### src/hw/rtl/php_pkg.sv
// Shared types and constants of the PES header parser.
package php_pkg;

  // Kind of result handed out on the result channel.
  typedef enum logic [1:0] {
    KIND_PAYLOAD = 2'd0,
    KIND_TS      = 2'd1,
    KIND_ERROR   = 2'd2
  } result_kind_e;

  // Error codes carried with an error result.
  typedef enum logic [1:0] {
    ERR_CONTINUITY = 2'd0,
    ERR_START_CODE = 2'd1,
    ERR_STREAM_ID  = 2'd2,
    ERR_BAD_HEADER = 2'd3
  } err_code_e;

  // Start code prefix bytes and stream id ranges.
  localparam logic [7:0] SC_ZERO      = 8'h00;
  localparam logic [7:0] SC_ONE       = 8'h01;
  localparam logic [7:0] SID_PRIV1    = 8'hBD;
  localparam logic [7:0] SID_AUDIO_LO = 8'hC0;
  localparam logic [7:0] SID_AUDIO_HI = 8'hDF;
  localparam logic [7:0] SID_VIDEO_LO = 8'hE0;
  localparam logic [7:0] SID_VIDEO_HI = 8'hEF;
  localparam logic [1:0] MARKER_BITS  = 2'b10;

  // Byte positions inside the fixed part of the header.
  localparam logic [7:0] POS_START_LAST = 8'd2;
  localparam logic [7:0] POS_STREAM_ID  = 8'd3;
  localparam logic [7:0] POS_MARKER     = 8'd6;
  localparam logic [7:0] POS_FLAGS      = 8'd7;
  localparam logic [7:0] POS_HDR_LEN    = 8'd8;
  localparam logic [7:0] FIXED_HDR_LEN  = 8'd9;

  // Header extension limits for the timestamp fields.
  localparam logic [7:0] PTS_MIN_EXT = 8'd4;
  localparam logic [7:0] DTS_MIN_EXT = 8'd9;
  localparam logic [7:0] TS_BYTES    = 8'd5;
  localparam logic [7:0] POS_MAX     = 8'hFF;

  localparam int unsigned TS_W = 33;

  // One work record passed from the front to the back through the queue.
  typedef struct packed {
    logic         emit;      // a result leaves with this record
    result_kind_e kind;
    logic [7:0]   data;
    err_code_e    err;
    logic         eop;
    logic         pts_en;    // shift data into the PTS accumulator
    logic         dts_en;    // shift data into the DTS accumulator
    logic [2:0]   step;      // byte index inside the 5-byte timestamp field
    logic         dts_copy;  // DTS is absent, report PTS in its place
  } php_op_t;

endpackage

### src/hw/rtl/php_in_if.sv
// Input channel carrying transport payload bytes and their packet context.
interface php_in_if;
  logic       valid;
  logic       ready;
  logic [7:0] data_byte;
  logic       first_byte;
  logic       last_byte;
  logic       unit_start;
  logic [3:0] counter_value;
  logic [7:0] packet_length;

  modport source (
    output valid, data_byte, first_byte, last_byte, unit_start, counter_value,
           packet_length,
    input  ready
  );
  modport sink (
    input  valid, data_byte, first_byte, last_byte, unit_start, counter_value,
           packet_length,
    output ready
  );
endinterface

### src/hw/rtl/php_out_if.sv
// Result channel carrying payload bytes, timestamps and error codes.
interface php_out_if;
  logic        valid;
  logic        ready;
  logic [1:0]  result_kind;
  logic [7:0]  payload_out;
  logic [32:0] pts_value;
  logic [32:0] dts_value;
  logic [1:0]  error_code;
  logic        end_of_packet;

  modport source (
    output valid, result_kind, payload_out, pts_value, dts_value, error_code,
           end_of_packet,
    input  ready
  );
  modport sink (
    input  valid, result_kind, payload_out, pts_value, dts_value, error_code,
           end_of_packet,
    output ready
  );
endinterface

### src/hw/rtl/pes_header_parser_unit.sv
// Top level of the PES header parser: front end, work queue and back end.
//
//   Channel   Direction  Handshake        Carries
//   in_i      sink       valid / ready    one transport payload byte with context
//   out_o     source     valid / ready    one payload byte, timestamp pair or error
//   cfg       sink       cfg_we_i only    stream_kind selection
//
// One byte is accepted every cycle while the queue is not full; a result is held
// first in the queue and then in the output register. The front end updates its
// packet state in the cycle of the transfer.
// Reset clears all control state, empties the queue and drops any pending result.
// in_i.ready falls only when the queue holds QUEUE_DEPTH records, which happens
// when out_o stalls.
module pes_header_parser_unit import php_pkg::*; #(
  parameter int unsigned QUEUE_DEPTH = 4
) (
  input  logic      clk_i,
  input  logic      rst_ni,
  input  logic      cfg_we_i,
  input  logic      cfg_wdata_i,
  php_in_if.sink    in_i,
  php_out_if.source out_o
);

  // Stream kind: low selects video stream ids, high selects audio and private 1.
  logic    stream_kind_q;
  logic    push, full, pop, empty;
  php_op_t op_push, op_head;

  always_ff @(posedge clk_i or negedge rst_ni) begin
    if (!rst_ni) begin
      stream_kind_q <= 1'b0;
    end else if (cfg_we_i) begin
      stream_kind_q <= cfg_wdata_i;
    end
  end

  // The front end decides for every byte what the back end must do with it.
  php_front u_front (
    .clk_i         (clk_i),
    .rst_ni        (rst_ni),
    .stream_kind_i (stream_kind_q),
    .in_i          (in_i),
    .full_i        (full),
    .push_o        (push),
    .op_o          (op_push)
  );

  // Bytes that cause nothing never enter the queue.
  php_queue #(
    .DEPTH (QUEUE_DEPTH)
  ) u_queue (
    .clk_i   (clk_i),
    .rst_ni  (rst_ni),
    .push_i  (push),
    .op_i    (op_push),
    .full_o  (full),
    .pop_i   (pop),
    .op_o    (op_head),
    .empty_o (empty)
  );

  // The back end assembles timestamps and holds the result until it is taken.
  php_back u_back (
    .clk_i   (clk_i),
    .rst_ni  (rst_ni),
    .op_i    (op_head),
    .empty_i (empty),
    .pop_o   (pop),
    .out_o   (out_o)
  );

endmodule

### src/hw/rtl/php_front.sv
// Front end: tracks packet and header position and classifies each byte.
module php_front import php_pkg::*; (
  input  logic      clk_i,
  input  logic      rst_ni,
  input  logic      stream_kind_i,
  php_in_if.sink    in_i,
  input  logic      full_i,
  output logic      push_o,
  output php_op_t   op_o
);

  logic       seen_q, seen_d;
  logic [3:0] last_cnt_q, last_cnt_d;
  logic [7:0] pos_q, pos_d;
  logic       drop_q, drop_d;
  logic       hdr_q, hdr_d;
  logic [1:0] flags_q, flags_d;
  logic [7:0] ext_q, ext_d;

  logic       accept;
  logic       stop;
  logic       err_v;
  err_code_e  err_c;
  logic       ts_emit;
  logic       has_pts;
  logic       has_dts;
  logic       sid_ok;
  logic [7:0] k;
  logic [7:0] k_dts;
  logic [7:0] b;
  php_op_t    op;

  assign accept     = in_i.valid && in_i.ready;
  assign in_i.ready = !full_i;
  assign b          = in_i.data_byte;

  // Flags and header length are settled by byte 8, so the stored values hold
  // for every byte of the header extension.
  assign has_pts = flags_q[1] && (ext_q > PTS_MIN_EXT);
  assign has_dts = (flags_q == 2'b11) && (ext_q > DTS_MIN_EXT);

  always_comb begin
    if (stream_kind_i) begin
      sid_ok = (b == SID_PRIV1) || ((b >= SID_AUDIO_LO) && (b <= SID_AUDIO_HI));
    end else begin
      sid_ok = (b >= SID_VIDEO_LO) && (b <= SID_VIDEO_HI);
    end
  end

  always_comb begin
    seen_d     = seen_q;
    last_cnt_d = last_cnt_q;
    pos_d      = pos_q;
    drop_d     = drop_q;
    hdr_d      = hdr_q;
    flags_d    = flags_q;
    ext_d      = ext_q;
    stop       = 1'b0;
    err_v      = 1'b0;
    err_c      = ERR_CONTINUITY;
    ts_emit    = 1'b0;
    k          = '0;
    k_dts      = '0;
    op         = '0;
    op.kind    = KIND_PAYLOAD;
    op.err     = ERR_CONTINUITY;
    op.data    = b;
    op.eop     = in_i.last_byte;

    if (in_i.first_byte) begin
      pos_d  = '0;
      drop_d = 1'b0;
      hdr_d  = 1'b0;
      if (seen_q && (in_i.counter_value != (last_cnt_q + 4'd1))) begin
        drop_d  = 1'b1;
        stop    = 1'b1;
        op.emit = 1'b1;
        op.kind = KIND_ERROR;
        op.err  = ERR_CONTINUITY;
      end else if (in_i.unit_start && (in_i.packet_length > FIXED_HDR_LEN)) begin
        hdr_d   = 1'b1;
        flags_d = '0;
        ext_d   = '0;
      end else begin
        seen_d     = 1'b1;
        last_cnt_d = in_i.counter_value;
      end
    end else if (pos_q != POS_MAX) begin
      pos_d = pos_q + 8'd1;
    end

    if (!stop && !drop_d) begin
      if (!hdr_d) begin
        op.emit = 1'b1;
        op.kind = KIND_PAYLOAD;
      end else begin
        priority if (pos_d < POS_START_LAST) begin
          if (b != SC_ZERO) begin
            err_v = 1'b1;
            err_c = ERR_START_CODE;
          end
        end else if (pos_d == POS_START_LAST) begin
          if (b != SC_ONE) begin
            err_v = 1'b1;
            err_c = ERR_START_CODE;
          end
        end else if (pos_d == POS_STREAM_ID) begin
          if (!sid_ok) begin
            err_v = 1'b1;
            err_c = ERR_STREAM_ID;
          end
        end else if (pos_d == POS_MARKER) begin
          if (b[7:6] != MARKER_BITS) begin
            err_v = 1'b1;
            err_c = ERR_BAD_HEADER;
          end
        end else if (pos_d == POS_FLAGS) begin
          flags_d = b[7:6];
        end else if (pos_d == POS_HDR_LEN) begin
          ext_d = b;
          if (({1'b0, b} + {1'b0, FIXED_HDR_LEN}) > {1'b0, in_i.packet_length}) begin
            err_v = 1'b1;
            err_c = ERR_BAD_HEADER;
          end else begin
            seen_d     = 1'b1;
            last_cnt_d = in_i.counter_value;
            if (b == 8'd0) begin
              hdr_d = 1'b0;
            end
          end
        end else if (pos_d > POS_HDR_LEN) begin
          k     = pos_d - FIXED_HDR_LEN;
          k_dts = k - TS_BYTES;
          if (has_pts && (k < TS_BYTES)) begin
            op.pts_en = 1'b1;
            op.step   = k[2:0];
          end
          if (has_dts && (k >= TS_BYTES) && (k_dts < TS_BYTES)) begin
            op.dts_en = 1'b1;
            op.step   = k_dts[2:0];
          end
          if (({1'b0, k} + 9'd1) >= {1'b0, ext_d}) begin
            hdr_d = 1'b0;
            if (has_pts) begin
              ts_emit     = 1'b1;
              op.dts_copy = !has_dts;
            end
          end
        end else begin
          // Bytes 4 and 5 carry the packet length and are not checked.
          err_v = 1'b0;
        end

        if (err_v) begin
          drop_d  = 1'b1;
          hdr_d   = 1'b0;
          op.emit = 1'b1;
          op.kind = KIND_ERROR;
          op.err  = err_c;
        end else if (ts_emit) begin
          op.emit = 1'b1;
          op.kind = KIND_TS;
        end else if (in_i.last_byte && hdr_d) begin
          // The packet ended inside its header.
          drop_d  = 1'b1;
          hdr_d   = 1'b0;
          op.emit = 1'b1;
          op.kind = KIND_ERROR;
          op.err  = ERR_BAD_HEADER;
        end
      end
    end
  end

  assign op_o   = op;
  assign push_o = accept && (op.emit || op.pts_en || op.dts_en);

  always_ff @(posedge clk_i or negedge rst_ni) begin
    if (!rst_ni) begin
      seen_q     <= 1'b0;
      last_cnt_q <= '0;
      pos_q      <= '0;
      drop_q     <= 1'b0;
      hdr_q      <= 1'b0;
      flags_q    <= '0;
      ext_q      <= '0;
    end else if (accept) begin
      seen_q     <= seen_d;
      last_cnt_q <= last_cnt_d;
      pos_q      <= pos_d;
      drop_q     <= drop_d;
      hdr_q      <= hdr_d;
      flags_q    <= flags_d;
      ext_q      <= ext_d;
    end
  end

endmodule

### src/hw/rtl/php_queue.sv
// Small first-in first-out queue of work records between front and back.
module php_queue import php_pkg::*; #(
  parameter int unsigned DEPTH = 4
) (
  input  logic    clk_i,
  input  logic    rst_ni,
  input  logic    push_i,
  input  php_op_t op_i,
  output logic    full_o,
  input  logic    pop_i,
  output php_op_t op_o,
  output logic    empty_o
);

  localparam int unsigned PTR_W = (DEPTH > 1) ? $clog2(DEPTH) : 1;
  localparam int unsigned CNT_W = $clog2(DEPTH + 1);

  php_op_t            mem_q [DEPTH];
  logic [PTR_W-1:0]   wr_ptr_q, rd_ptr_q;
  logic [CNT_W-1:0]   count_q;
  logic               do_push, do_pop;

  assign full_o  = (count_q == CNT_W'(DEPTH));
  assign empty_o = (count_q == '0);
  assign do_push = push_i && !full_o;
  assign do_pop  = pop_i && !empty_o;
  assign op_o    = mem_q[rd_ptr_q];

  always_ff @(posedge clk_i) begin
    if (do_push) begin
      mem_q[wr_ptr_q] <= op_i;
    end
  end

  always_ff @(posedge clk_i or negedge rst_ni) begin
    if (!rst_ni) begin
      wr_ptr_q <= '0;
      rd_ptr_q <= '0;
      count_q  <= '0;
    end else begin
      if (do_push) begin
        wr_ptr_q <= (wr_ptr_q == PTR_W'(DEPTH - 1)) ? '0 : wr_ptr_q + PTR_W'(1);
      end
      if (do_pop) begin
        rd_ptr_q <= (rd_ptr_q == PTR_W'(DEPTH - 1)) ? '0 : rd_ptr_q + PTR_W'(1);
      end
      if (do_push && !do_pop) begin
        count_q <= count_q + CNT_W'(1);
      end else if (do_pop && !do_push) begin
        count_q <= count_q - CNT_W'(1);
      end
    end
  end

endmodule

### src/hw/rtl/php_back.sv
// Back end: builds the timestamps and drives the registered result channel.
module php_back import php_pkg::*; (
  input  logic      clk_i,
  input  logic      rst_ni,
  input  php_op_t   op_i,
  input  logic      empty_i,
  output logic      pop_o,
  php_out_if.source out_o
);

  logic [TS_W-1:0] pts_q, dts_q;
  logic [TS_W-1:0] pts_n, dts_n;
  logic            out_v_q;
  result_kind_e    kind_q;
  logic [7:0]      pay_q;
  logic [TS_W-1:0] pts_out_q, dts_out_q;
  err_code_e       err_q;
  logic            eop_q;
  logic            load;

  // One byte of the 5-byte timestamp field: 3 bits, then 8 and 7 twice.
  function automatic logic [TS_W-1:0] ts_step(input logic [TS_W-1:0] acc,
                                              input logic [2:0] k,
                                              input logic [7:0] b);
    logic [TS_W-1:0] r;
    unique case (k)
      3'd0:       r = {30'd0, b[3:1]};
      3'd1, 3'd3: r = {acc[TS_W-9:0], b};
      3'd2, 3'd4: r = {acc[TS_W-8:0], b[7:1]};
      default:    r = acc;
    endcase
    return r;
  endfunction

  assign pop_o = !empty_i && (!op_i.emit || !out_v_q || out_o.ready);
  assign load  = pop_o && op_i.emit;
  assign pts_n = op_i.pts_en ? ts_step(pts_q, op_i.step, op_i.data) : pts_q;
  assign dts_n = op_i.dts_en ? ts_step(dts_q, op_i.step, op_i.data) : dts_q;

  always_ff @(posedge clk_i) begin
    if (pop_o) begin
      pts_q <= pts_n;
      dts_q <= dts_n;
    end
    if (load) begin
      kind_q    <= op_i.kind;
      pay_q     <= (op_i.kind == KIND_PAYLOAD) ? op_i.data : 8'd0;
      pts_out_q <= (op_i.kind == KIND_TS) ? pts_n : '0;
      dts_out_q <= (op_i.kind == KIND_TS) ? (op_i.dts_copy ? pts_n : dts_n) : '0;
      err_q     <= (op_i.kind == KIND_ERROR) ? op_i.err : ERR_CONTINUITY;
      eop_q     <= op_i.eop;
    end
  end

  always_ff @(posedge clk_i or negedge rst_ni) begin
    if (!rst_ni) begin
      out_v_q <= 1'b0;
    end else if (load) begin
      out_v_q <= 1'b1;
    end else if (out_o.ready) begin
      out_v_q <= 1'b0;
    end
  end

  assign out_o.valid         = out_v_q;
  assign out_o.result_kind   = kind_q;
  assign out_o.payload_out   = pay_q;
  assign out_o.pts_value     = pts_out_q;
  assign out_o.dts_value     = dts_out_q;
  assign out_o.error_code    = err_q;
  assign out_o.end_of_packet = eop_q;

endmodule

### src/flat_wrapper.sv
// flat-port wrapper written by rule: the top's interface ports become plain ports
module pes_header_parser_unit_flat import php_pkg::*;
#(
  parameter int unsigned QUEUE_DEPTH = 4
)
  (clk_i, rst_ni, cfg_we_i, cfg_wdata_i, in_i_valid, in_i_data_byte, in_i_first_byte, in_i_last_byte, in_i_unit_start, in_i_counter_value, in_i_packet_length, in_i_ready, out_o_valid, out_o_result_kind, out_o_payload_out, out_o_pts_value, out_o_dts_value, out_o_error_code, out_o_end_of_packet, out_o_ready);
  php_in_if in_i_i ();
  php_out_if out_o_i ();
  input  logic clk_i;
  input  logic rst_ni;
  input  logic cfg_we_i;
  input  logic cfg_wdata_i;
  input wire logic [$bits(in_i_i.valid)-1:0] in_i_valid;
  input wire logic [$bits(in_i_i.data_byte)-1:0] in_i_data_byte;
  input wire logic [$bits(in_i_i.first_byte)-1:0] in_i_first_byte;
  input wire logic [$bits(in_i_i.last_byte)-1:0] in_i_last_byte;
  input wire logic [$bits(in_i_i.unit_start)-1:0] in_i_unit_start;
  input wire logic [$bits(in_i_i.counter_value)-1:0] in_i_counter_value;
  input wire logic [$bits(in_i_i.packet_length)-1:0] in_i_packet_length;
  output wire logic [$bits(in_i_i.ready)-1:0] in_i_ready;
  output wire logic [$bits(out_o_i.valid)-1:0] out_o_valid;
  output wire logic [$bits(out_o_i.result_kind)-1:0] out_o_result_kind;
  output wire logic [$bits(out_o_i.payload_out)-1:0] out_o_payload_out;
  output wire logic [$bits(out_o_i.pts_value)-1:0] out_o_pts_value;
  output wire logic [$bits(out_o_i.dts_value)-1:0] out_o_dts_value;
  output wire logic [$bits(out_o_i.error_code)-1:0] out_o_error_code;
  output wire logic [$bits(out_o_i.end_of_packet)-1:0] out_o_end_of_packet;
  input wire logic [$bits(out_o_i.ready)-1:0] out_o_ready;
  assign in_i_i.valid = in_i_valid;
  assign in_i_i.data_byte = in_i_data_byte;
  assign in_i_i.first_byte = in_i_first_byte;
  assign in_i_i.last_byte = in_i_last_byte;
  assign in_i_i.unit_start = in_i_unit_start;
  assign in_i_i.counter_value = in_i_counter_value;
  assign in_i_i.packet_length = in_i_packet_length;
  assign in_i_ready = in_i_i.ready;
  assign out_o_valid = out_o_i.valid;
  assign out_o_result_kind = out_o_i.result_kind;
  assign out_o_payload_out = out_o_i.payload_out;
  assign out_o_pts_value = out_o_i.pts_value;
  assign out_o_dts_value = out_o_i.dts_value;
  assign out_o_error_code = out_o_i.error_code;
  assign out_o_end_of_packet = out_o_i.end_of_packet;
  assign out_o_i.ready = out_o_ready;
  pes_header_parser_unit #(.QUEUE_DEPTH(QUEUE_DEPTH)) u_core (.clk_i(clk_i), .rst_ni(rst_ni), .cfg_we_i(cfg_we_i), .cfg_wdata_i(cfg_wdata_i), .in_i(in_i_i), .out_o(out_o_i));
endmodule
### config.mk
export PLATFORM = sky130hd
export DESIGN_NAME = pes_header_parser_unit_flat
export DESIGN_NICKNAME = d
export VERILOG_FILES = /design/src/hw/rtl/php_pkg.sv /design/src/hw/rtl/php_in_if.sv /design/src/hw/rtl/php_out_if.sv /design/src/hw/rtl/pes_header_parser_unit.sv /design/src/hw/rtl/php_front.sv /design/src/hw/rtl/php_queue.sv /design/src/hw/rtl/php_back.sv /design/src/flat_wrapper.sv
export SDC_FILE = /design/constraint.sdc
export NUM_CORES = 1
export LEC_CHECK = 0
export ABC_AREA = 1
export BUFFER_PORTS_ARGS = -buffer_cell sky130_fd_sc_hd__buf_2
export CORE_MARGIN = 4
export CORE_UTILIZATION = 60
export CTS_BUF_LIST = sky130_fd_sc_hd__clkbuf_4 sky130_fd_sc_hd__clkbuf_8
export CTS_CLUSTER_SIZE = 30
export DETAILED_ROUTE_END_ITERATION = 12
export PLACE_DENSITY = 0.8
export SLEW_MARGIN = 20
export SYNTH_ARGS = -nofsm -noshare
export SYNTH_HDL_FRONTEND = slang
export SYNTH_SLANG_ARGS = --single-unit
### constraint.sdc
create_clock -name clk_i -period 9.4 [get_ports clk_i]
set_clock_uncertainty 0.05 [all_clocks]
set_input_delay 1.88 -clock clk_i [delete_from_list [all_inputs] [get_ports clk_i]]
set_output_delay 1.88 -clock clk_i [all_outputs]
set_load 0.02 [all_outputs]
==> key figures, run 1 <==
Pwr
  • Pleak: 6.26 nW
  • Overall power: 0.00625 W
  • Peak VDD IR: 213 uV
  • PD cells: 420 nW/um^2

Clock network
  • Hold buffers post-CTS: 0
  • Latest clock arrival within the worst-skew pair: 0.55 ns
  • CTS Buf Count: 42
  • Max H-tree Level: 2
  • Worst-path clk slew: 0.06 ns
  • Root Driver: clkbuf_8
  • TritonCTS clock tree: done
  • CTS resizes: 0
  • Post-CTS setup buffers: 0
  • CTS Buffer Depth: 3
  • Count of clock tree sinks: 259

Setup path
  • CP startpoint kind: primary input
  • WP data arrival: 5.94 ns
  • CP required: 9.49 ns
  • Critical path class: primary input to flop
  • Setup crit end kind: flop
  • Crit path max fanout: 20

Layout
  • Synthesis-to-layout area growth: 12.2%
  • Most frequent cells in the layout: edfxtp_1 (225), nand2_1 (209), nor2_1 (150)
  • FILL cells: 1664
  • ANT cells: 0
  • Commonest non-fill, non-tap cell in the layout: edfxtp_1
  • Final net count: 1496
  • Fraction of layout cells with a size suffix above 1: 20.0%

Timing
  • Minimum clock period: 5.86 ns
  • Fin Hold WS: 0.470 ns
  • Max-slew headroom: 24.7%
  • RSZ-0062 raised after global routing: false
  • Fin. Hold Viols: 0
  • Worst-Margin Slew: 1.13 ns
  • Share of the clock period used by the worst path: 62.3%
  • Setup TNS: 0 ns
  • Worst setup margin: 3.54 ns
  • Slew Limit Fails: 0
  • Final setup fails: 0
  • Maximum clock rate: 0.171 GHz

Floorplanning
  • Die Area: 24500 um^2
  • Initial core utilization: 60.9%
  • Die width: 157 um
  • Io pins: 110
  • Core area: 21800 um^2
  • DIE HEIGHT: 157 um
  • FP Rows: 54

Synthesis
  • Ys Warns: 0
  • Seq cells post-synth: 259
  • Synth unique cells: 55
  • Post-synth EDFFs: 225
  • Synth area leaders: edfxtp_1 (51%), dfrtp_1 (6.4%), nand2_1 (5.9%), nor2_1 (4.3%), inv_1 (4.2%)
  • Yosys top cell by area: edfxtp_1
  • Avg Synthesized Cell Area: 10.0 um^2
  • Post-synthesis sequential area ratio: 57.4%
  • Share of the synthesized area in the top cell type: 51.0%
  • Mapped Area: 13200 um^2
  • Async SR Flop Fraction: 13.1%
  • Ys flop type: edfxtp_1
  • Syn nets: 1387
  • Cells after Synth: 1325

Placement
  • Post-detail-place hpwl: 21200 um
  • Final Wtd Congestion: 0.912
  • Buffers added on ports: 109
  • Pre-CTS setup slack: 2.99 ns

GRT
  • Vias in the first global route: 9746
  • Initial antenna violation count: 0
  • Total track usage: 25.4%
  • GRT overflow: 0
  • Largest net degree at the start of global routing: 80
  • First-pass GRT wire length: 49700 um

Outcome
  • Status: finished, final reports clean

Hold path
  • Min-Delay Path Class: flop to flop

Routing
  • Drt total wl: 31200 um
  • Pre-antenna DRT Iters: 5
  • WL/cell: 17.9 um
  • Vias: 9999
  • Avg Vias per Cell: 5.74
  • DR DRC count: 0
  • Initial DRC count: 680
  • Routed Antenna Nets: 0

Run
  • Max cap viols: 0
cell type report:
| cell class | count | area [um^2] | area share (%) |
|---|---|---|---|
| Multi-Input combinational cell | 845 | 4780 | 32.2 |
| Sequential cell | 259 | 7610 | 51.2 |
| Timing Repair Buffer | 119 | 621 | 4.18 |
| Tap cell | 280 | 350 | 2.36 |
| Inverter | 167 | 627 | 4.22 |
| Clock inverter | 14 | 141 | 0.952 |
| Clock buffer | 59 | 731 | 4.92 |
per-stage QoR:
step	util [%]	cells	instance area, um^2
global placement	64.2	1670	14000
finish	68.3	1743	14900
floorplan	-	1325	13200
CTS	68.2	1743	14800
global route	68.3	1743	14900
detailed placement	64.2	1670	14000
worst max-delay path, stage by stage:
cell and delay (ns):
buf_2 0.10, inv_1 0.07, nand4_1 0.09, o21ai_0 0.60
nor2_1 0.08, nand2_1 0.33, inv_1 0.16, nor2_1 0.15
inv_1 0.06, ha_1 0.31, nand4_1 0.11, o211ai_1 0.20
nand2_1 0.07, nand2_1 0.06, nand2_1 0.05, nand3b_1 0.13
nand3_1 0.13, nand2_1 0.08, inv_1 0.04, nand3_1 0.08
nand2_2 0.07, nand2_4 0.08, nand2_4 0.10, nor2_2 0.89
cell usage after synthesis, drive strengths merged (2+ instances only):
library cell,number
clkinv,4
a21oi,113
inv,163
nand3,46
dfrtp,34
clkbuf,27
o22ai,11
a32oi,9
nor3,4
o211ai,15
a22oi,45
nor2,165
a31oi,3
buf,27
a21o,2
o21a,9
nand2,238
nand3b,4
o21bai,2
nor4,2
edfxtp,225
xor2,11
o21ai,103
nand4,6
or2,8
xnor2,6
ha,32
power by group:
part           switching, W  total [W]  internal [W]
clock              0.000441    0.00102      0.000583
combinational       0.00212    0.00298      0.000859
sequential         0.000233    0.00224       0.00201
total               0.00280    0.00625       0.00345
sequential cells by signal (all words and copies together), names as in the netlist, 2 cells and up:
register,count
u_core.u_queue.mem_q,80
u_core.u_back.dts_q,33
u_core.u_back.out_o.dts_value,33
u_core.u_back.out_o.pts_value,33
u_core.u_back.pts_q,33
u_core.u_back.out_o.payload_out,8
u_core.u_front.ext_q,8
u_core.u_front.pos_q,8
u_core.u_front.last_cnt_q,4
u_core.u_queue.count_q,3
u_core.u_back.out_o.error_code,2
u_core.u_back.out_o.result_kind,2
u_core.u_front.flags_q,2
u_core.u_queue.rd_ptr_q,2
u_core.u_queue.wr_ptr_q,2
logic make-up after synthesis:
family                     after synthesis  share of synthesized area (%)
and+or+nand+nor                        476                           16.2
AOI/OAI and AO/OA                      317                           15.0
DFF                                    259                           57.4
buffers and inverters                  221                           6.78
adders and majority gates               33                           3.17
xor gates and xnor gates                17                           1.18
muxes                                    2                          0.161
worst paths after layout:
| path | startpoint | endpoint | slack, ns | cells past startpoint |
|---|---|---|---|---|
| worst min register to register | u_core.u_front.ext_q[6]$_DFFE_PN0P_ | u_core.u_front.ext_q[6]$_DFFE_PN0P_ | 0.47 | 2 |
| worst max register to register | u_core.u_front.pos_q[0]$_DFFE_PN0P_ | u_core.u_queue.mem_q[2][3]$_DFFE_PP_ | 4.19 | 27 |
| min in group asynchronous | rst_ni | u_core.u_front.flags_q[0]$_DFFE_PN0P_ | 1.41 | 1 |
| worst max-delay path | in_i_packet_length[7] | u_core.u_queue.mem_q[2][3]$_DFFE_PP_ | 3.54 | 24 |
| max in group asynchronous | rst_ni | u_core.u_queue.wr_ptr_q[1]$_DFFE_PN0P_ | 7.35 | 1 |
| worst min-delay path | u_core.u_front.ext_q[6]$_DFFE_PN0P_ | u_core.u_front.ext_q[6]$_DFFE_PN0P_ | 0.47 | 2 |
routing by layer:
| metal | part of all wire [%] | track usage [%] | vias up |
|---|---|---|---|
| li1 | - | - | 4786 |
| met1 | 39 | 32.5 | 4730 |
| met2 | 51 | 44.6 | 419 |
| met3 | 6.9 | 3.71 | 64 |
| met4 | 2.8 | 8.35 | 0 |
| met5 | 0 | 0 | - |
(Power assumes the default switching activity.)
==> run 2: changes to the inputs <==
ABC_AREA = 0   (was 1)
clock period = 5.65 ns   (was 9.4 ns; I/O delays follow)
==> key figures, run 2 <==
Synthesis
  • Seq cells post-synth: 259
  • Post-synth EDFFs: 225
  • Async SR Flop Fraction: 13.1%
  • Mapped Area: 12600 um^2
  • Syn nets: 1066
  • Share of the synthesized area in the top cell type: 53.7%
  • Synth unique cells: 74
  • Yosys top cell by area: edfxtp_1
  • Post-synth top cells: edfxtp_1 (225), nand2_1 (99), o21ai_0 (88)
  • Avg Synthesized Cell Area: 12.5 um^2
  • Ys Warns: 0
  • Most frequent cell after synthesis: edfxtp_1
  • Post-synthesis sequential area ratio: 60.4%
  • Cells after Synth: 1004
  • Synth area leaders: edfxtp_1 (54%), dfrtp_1 (6.8%), a22oi_1 (3.6%), mux4_2 (3.6%), o21ai_0 (3.5%)
  • Ys flop type: edfxtp_1

Clock network
  • CTS Buf Count: 41
  • Post-CTS setup buffers: 0
  • Root Driver: clkbuf_8
  • Latest clock arrival within the worst-skew pair: 0.54 ns
  • CTS Buffer Depth: 3
  • Worst-path clk slew: 0.06 ns
  • Count of clock tree sinks: 259
  • Hold buffers post-CTS: 0
  • CTS resizes: 0
  • TritonCTS clock tree: done
  • Max H-tree Level: 2

Floorplanning
  • Core area: 20400 um^2
  • Io pins: 110
  • FP Rows: 52
  • Die width: 153 um
  • DIE HEIGHT: 153 um
  • Initial core utilization: 61.6%
  • Die Area: 23400 um^2

Timing
  • Setup TNS: 0 ns
  • Share of the clock period used by the worst path: 92.7%
  • Fin Hold WS: 0.449 ns
  • Worst setup margin: 0.414 ns
  • Fin. Hold Viols: 0
  • Worst-Margin Slew: 1.11 ns
  • Maximum clock rate: 0.191 GHz
  • Slew Limit Fails: 0
  • RSZ-0062 raised after global routing: false
  • Minimum clock period: 5.24 ns
  • Final setup fails: 0
  • Max-slew headroom: 26.0%

Pwr
  • NetSw: 0.00356 W
  • Seq pwr share: 39.8%
  • Switch share: 40.1%
  • Internal power: 0.00530 W
  • Pleak: 5.53 nW
  • Clk pwr share: 17.8%
  • Peak VDD IR: 354 uV
  • PD cells: 616 nW/um^2
  • Combinational Power Share: 42.3%

Placement
  • Buffers added on ports: 109
  • Cells after DPL: 1358
  • Final Wtd Congestion: 0.873
  • Pre-CTS setup slack: 0.104 ns
  • Post-detail-place hpwl: 19200 um

Setup path
  • Crit path max fanout: 7
  • Cell family with most CP delay: compound AO/OA/AOI/OAI gates
  • Setup crit end kind: flop
  • CP startpoint kind: flop
  • Crit path buf inv count: 2
  • Critical path class: flop to flop
  • Cells along the critical path: ha_1 > buf_4 > and3_1 > nand3_1 > a21o_1 > ha_4 > o21ai_2 > xnor2_1 > a31oi_1 > nor3_2 > xor2_1 > ha_1 > o2111ai_1 > o21ai_0 > a21oi_2 > o221a_1 > o32a_1 > o31a_1 > ha_1 > inv_1 > fa_1 > mux2_2
  • Largest stage delay, worst path: 0.47 ns
  • CP required: 6.00 ns
  • Crit path max-delay cell type: dfrtp_1
  • WP data arrival: 5.59 ns
  • CP dominant cell by count: ha_1

Hold path
  • Min-Delay Path Class: flop to flop

GRT
  • Initial antenna violation count: 0
  • Total track usage: 23.5%
  • GRT overflow: 0
  • First-pass GRT wire length: 44500 um
  • Largest net degree at the start of global routing: 81
  • Vias in the first global route: 8525

Layout
  • Most frequent cells in the layout: edfxtp_1 (225), buf_2 (109), nand2_1 (99)
  • Top reg by flops: u_core.u_queue.mem_q
  • ANT cells: 0
  • Max reg flops: 80
  • Final core utilization: 70.4%
  • Commonest non-fill, non-tap cell in the layout: edfxtp_1
  • Non-Filler Instances: 1432
  • Fraction of layout cells with a size suffix above 1: 22.8%
  • Final net count: 1193
  • Synthesis-to-layout area growth: 14.2%

Outcome
  • Status: finished, final reports clean

Routing
  • Pre-antenna DRT Iters: 5
  • WL/cell: 19.3 um
  • Routed Antenna Nets: 0
  • Drt total wl: 27700 um
  • Initial DRC count: 871
  • Avg Vias per Cell: 6.12
  • DR DRC count: 0
  • Vias: 8768

Run
  • Max cap viols: 0
run 2: cell count changes after synthesis, moves of 18 or more:
cell      before  now
nand2_1      209   99
a21oi_1      102   18
nor2b_1        0   37
nand3_1       37   13
nor2_1       151   57
o21ai_0       70   88
a22oi_1       30   60
clkbuf_1      27   45
inv_1        148   26
o21ai_1       29    2
nand2_2       22    0
mux4_2         0   20
mux2i_1        1   32
run 2: cell type report:
| type | instances | area, um^2 |
|---|---|---|
| well taps | 270 | 338 |
| repair buffers | 142 | 793 |
| inverters | 28 | 105 |
| multi-input cells | 659 | 4700 |
| flip-flops and latches | 259 | 7610 |
| clock inverters | 15 | 75.1 |
| fillers | 1472 | 6050 |
| clock buffers | 59 | 756 |
run 2: metrics by stage:
step                total power [W]  cell area [um^2]
CTS                         0.00890             14400
global placement            0.00717             13500
finish                      0.00886             14400
global route                0.00943             14400
floorplan                   0.00617             12600
detailed placement          0.00728             13500
run 2: worst paths after layout:
kind	cells after the start	start	slack, ns	to
min reg2reg	1	u_core.u_front.hdr_q$_DFFE_PN0P_	0.45	u_core.u_front.hdr_q$_DFFE_PN0P_
max in group asynchronous	1	rst_ni	4.36	u_core.u_front.pos_q[0]$_DFFE_PN0P_
min	1	u_core.u_front.hdr_q$_DFFE_PN0P_	0.45	u_core.u_front.hdr_q$_DFFE_PN0P_
min in group asynchronous	1	rst_ni	0.64	u_core.u_front.flags_q[1]$_DFFE_PN0P_
max reg2reg	22	u_core.u_front.pos_q[1]$_DFFE_PN0P_	0.41	u_core.u_queue.count_q[1]$_DFFE_PN0P_
max	22	u_core.u_front.pos_q[1]$_DFFE_PN0P_	0.41	u_core.u_queue.count_q[1]$_DFFE_PN0P_
run 2: power by group through the flow:
| stage | Sequential, W | Clock [W] | Combinational, W |
|---|---|---|---|
| 6_report | 0.00353 | 0.00158 | 0.00375 |
| 5_1_grt | 0.00361 | 0.00171 | 0.00411 |
| 4_1_cts | 0.00353 | 0.00161 | 0.00376 |
| 3_5_place_dp | 0.00356 | 0 | 0.00372 |
| 3_3_place_gp | 0.00353 | 0 | 0.00365 |
| 2_1_floorplan | 0.00382 | 0 | 0.00235 |
run 2: per-layer routing:
| layer | wire length [um] | track usage [%] | share of wire, % |
|---|---|---|---|
| met1 | 10900 | 30.0 | 39 |
| met2 | 14000 | 41.0 | 51 |
| met3 | 1800 | 3.62 | 6.5 |
| met4 | 969 | 8.57 | 3.5 |
| met5 | 0 | 0 | 0 |
run 2: logic make-up (layout without fill, tap and decap cells):
logic type,after synthesis,after routing,synth area share (%)
and+or+nand+nor,286,286,11.2
DFF,259,259,60.4
AOI/OAI and AO/OA,248,248,13.1
buffers and inverters,86,244,2.68
muxes,62,62,7.02
adders and majority gates,33,33,3.34
xor gates and xnor gates,30,30,2.24
==> run 3: changes to the inputs <==
CELL_PAD_IN_SITES_DETAIL_PLACEMENT = 1   (was unset)
CELL_PAD_IN_SITES_GLOBAL_PLACEMENT = 1   (was unset)
CORE_UTILIZATION = 51   (was 60)
GPL_TIMING_DRIVEN = 0   (was unset)
PLACE_DENSITY = unset   (was 0.8)
PLACE_DENSITY_LB_ADDON = 0.1   (was unset)
==> key figures, run 3 (same netlist as run 2, synthesis figures left out) <==
Floorplanning
  • DIE HEIGHT: 165 um
  • Core area: 24300 um^2
  • FP Rows: 57
  • Die width: 165 um
  • Initial core utilization: 51.8%
  • Io pins: 110
  • Die Area: 27300 um^2

Placement
  • Cells after DPL: 1440
  • Buffers added on ports: 108
  • Post-Place Cell Area: 13700 um^2
  • Final Wtd Congestion: 0.893
  • Post-detail-place hpwl: 24100 um

Clock network
  • Count of clock tree sinks: 259
  • Latest clock arrival within the worst-skew pair: 0.59 ns
  • CTS Buffer Depth: 3
  • TritonCTS clock tree: done
  • Hold buffers post-CTS: 0
  • Worst-path clk slew: 0.06 ns
  • CTS Buf Count: 43
  • Root Driver: clkbuf_8
  • Max H-tree Level: 2

GRT
  • Largest net degree at the start of global routing: 51
  • Vias in the first global route: 9532
  • Total track usage: 24.8%
  • First-pass GRT wire length: 52600 um
  • Initial antenna violation count: 0
  • GRT overflow: 0

Layout
  • Final core utilization: 60.3%
  • Commonest non-fill, non-tap cell in the layout: edfxtp_1
  • ANT cells: 0
  • Cell area after layout: 14700 um^2
  • Final net count: 1236
  • Max reg flops: 80
  • Synthesis-to-layout area growth: 16.5%
  • Top reg by flops: u_core.u_queue.mem_q
  • Most frequent cells in the layout: edfxtp_1 (225), buf_2 (114), nand2_1 (99)
  • Fraction of layout cells with a size suffix above 1: 22.4%
  • Non-Filler Instances: 1532

Setup path
  • WP data arrival: 5.76 ns
  • CP required: 6.06 ns
  • Cells along the critical path: clkbuf_2 > clkbuf_8 > buf_2 > a21o_2 > ha_4 > xor2_4 > nand2_1 > xnor2_1 > nand2_1 > xnor2_1 > ha_1 > a21o_1 > a211oi_1 > o21ai_1 > a21oi_2 > o221a_1 > o32a_1 > o31a_1 > ha_2 > inv_1 > fa_1 > xor2_1 > nor2_1 > xor2_1
  • Setup crit end kind: flop
  • Largest stage delay, worst path: 0.37 ns
  • Critical path class: primary input to flop
  • Crit path buf inv count: 4
  • Crit path max fanout: 10
  • Cell family with most CP delay: compound AO/OA/AOI/OAI gates
  • Crit path max-delay cell type: fa_1
  • CP startpoint kind: primary input

Pwr
  • Pleak: 5.57 nW
  • PD cells: 635 nW/um^2
  • Peak VDD IR: 259 uV

Timing
  • Fin Hold WS: 0.453 ns
  • Setup TNS: 0 ns
  • Maximum clock rate: 0.187 GHz
  • Worst-Margin Slew: 0.944 ns
  • Share of the clock period used by the worst path: 94.7%
  • Fin. Hold Viols: 0
  • Minimum clock period: 5.35 ns
  • Max-slew headroom: 36.6%
  • Final setup fails: 0
  • Slew Limit Fails: 0

Routing
  • Initial DRC count: 494
  • Pre-antenna DRT Iters: 5
  • Routed Antenna Nets: 0
  • Avg Vias per Cell: 5.95
  • WL/cell: 21.9 um
  • DR DRC count: 0
  • Drt total wl: 33500 um
  • Vias: 9123

Run
  • Max cap viols: 0

Hold path
  • Min-Delay Path Class: flop to flop

Outcome
  • Status: finished, final reports clean
==> run 3: per-stage QoR <==
stage | setup slack [ns] | total power, W
global route | -0.0173 | 0.00987
finish | 0.299 | 0.00931
global placement | -1.48 | 0.00738
CTS | 0.0265 | 0.00927
floorplan | 0.0565 | 0.00617
detailed placement | -0.951 | 0.00762
==> run 3: worst reg2reg max path: cells and delay by family (launching register included) <==
kind / cells / cell delay [ns]
compound gates: 7 / 1.41
fa+ha+maj: 5 / 1.20
simple gates: 6 / 0.89
xor+xnor: 5 / 0.88
flops: 1 / 0.43
buf+inv: 3 / 0.37
==> run 3: final timing paths <==
| path | from | to | slack [ns] | cells past startpoint |
|---|---|---|---|---|
| max | in_i_first_byte | u_core.u_queue.count_q[2]$_DFFE_PN0P_ | 0.30 | 24 |
| min | u_core.u_front.hdr_q$_DFFE_PN0P_ | u_core.u_front.hdr_q$_DFFE_PN0P_ | 0.45 | 1 |
| max reg2reg | u_core.u_front.pos_q[0]$_DFFE_PN0P_ | u_core.u_queue.count_q[2]$_DFFE_PN0P_ | 0.33 | 26 |
| min reg2reg | u_core.u_front.hdr_q$_DFFE_PN0P_ | u_core.u_front.hdr_q$_DFFE_PN0P_ | 0.45 | 1 |
| max in group asynchronous | rst_ni | u_core.u_front.pos_q[0]$_DFFE_PN0P_ | 4.34 | 1 |
| min in group asynchronous | rst_ni | u_core.u_queue.count_q[1]$_DFFE_PN0P_ | 0.59 | 1 |
==> run 3: final cells by class <==
class                      count  area [um^2]
sequential                   259         7610
timing repair buffer         125          741
multi-input combinational    659         4730
clock inverter                28          166
inverter                      28          105
clock buffer                  51          652
buffer                        58          255
fill                        2510         9650
tap                          324          405
==> run 3: metal layers <==
layer	global-route usage (%)	vias to the layer above	routed length, um
met4	8.43	0	1020
met5	0	-	0
met1	29.9	4595	13000
li1	-	4176	-
met3	3.47	68	1680
met2	45.6	284	17700
==> run 3: power by group <==
| group | total, W | switching [W] | internal [W] | leakage (nW) |
|---|---|---|---|---|
| clock | 0.00160 | 0.000778 | 0.000821 | 0.435 |
| sequential | 0.00348 | 0.000348 | 0.00313 | 2.67 |
| combinational | 0.00424 | 0.00280 | 0.00143 | 2.47 |
==> run 3: what timing repair did <==
item	CTS	global route
setup buffers	2	11
setup endpoints to repair	82	82
pin swaps	2	5
hold endpoints to repair	0	0
resized for setup	10	12
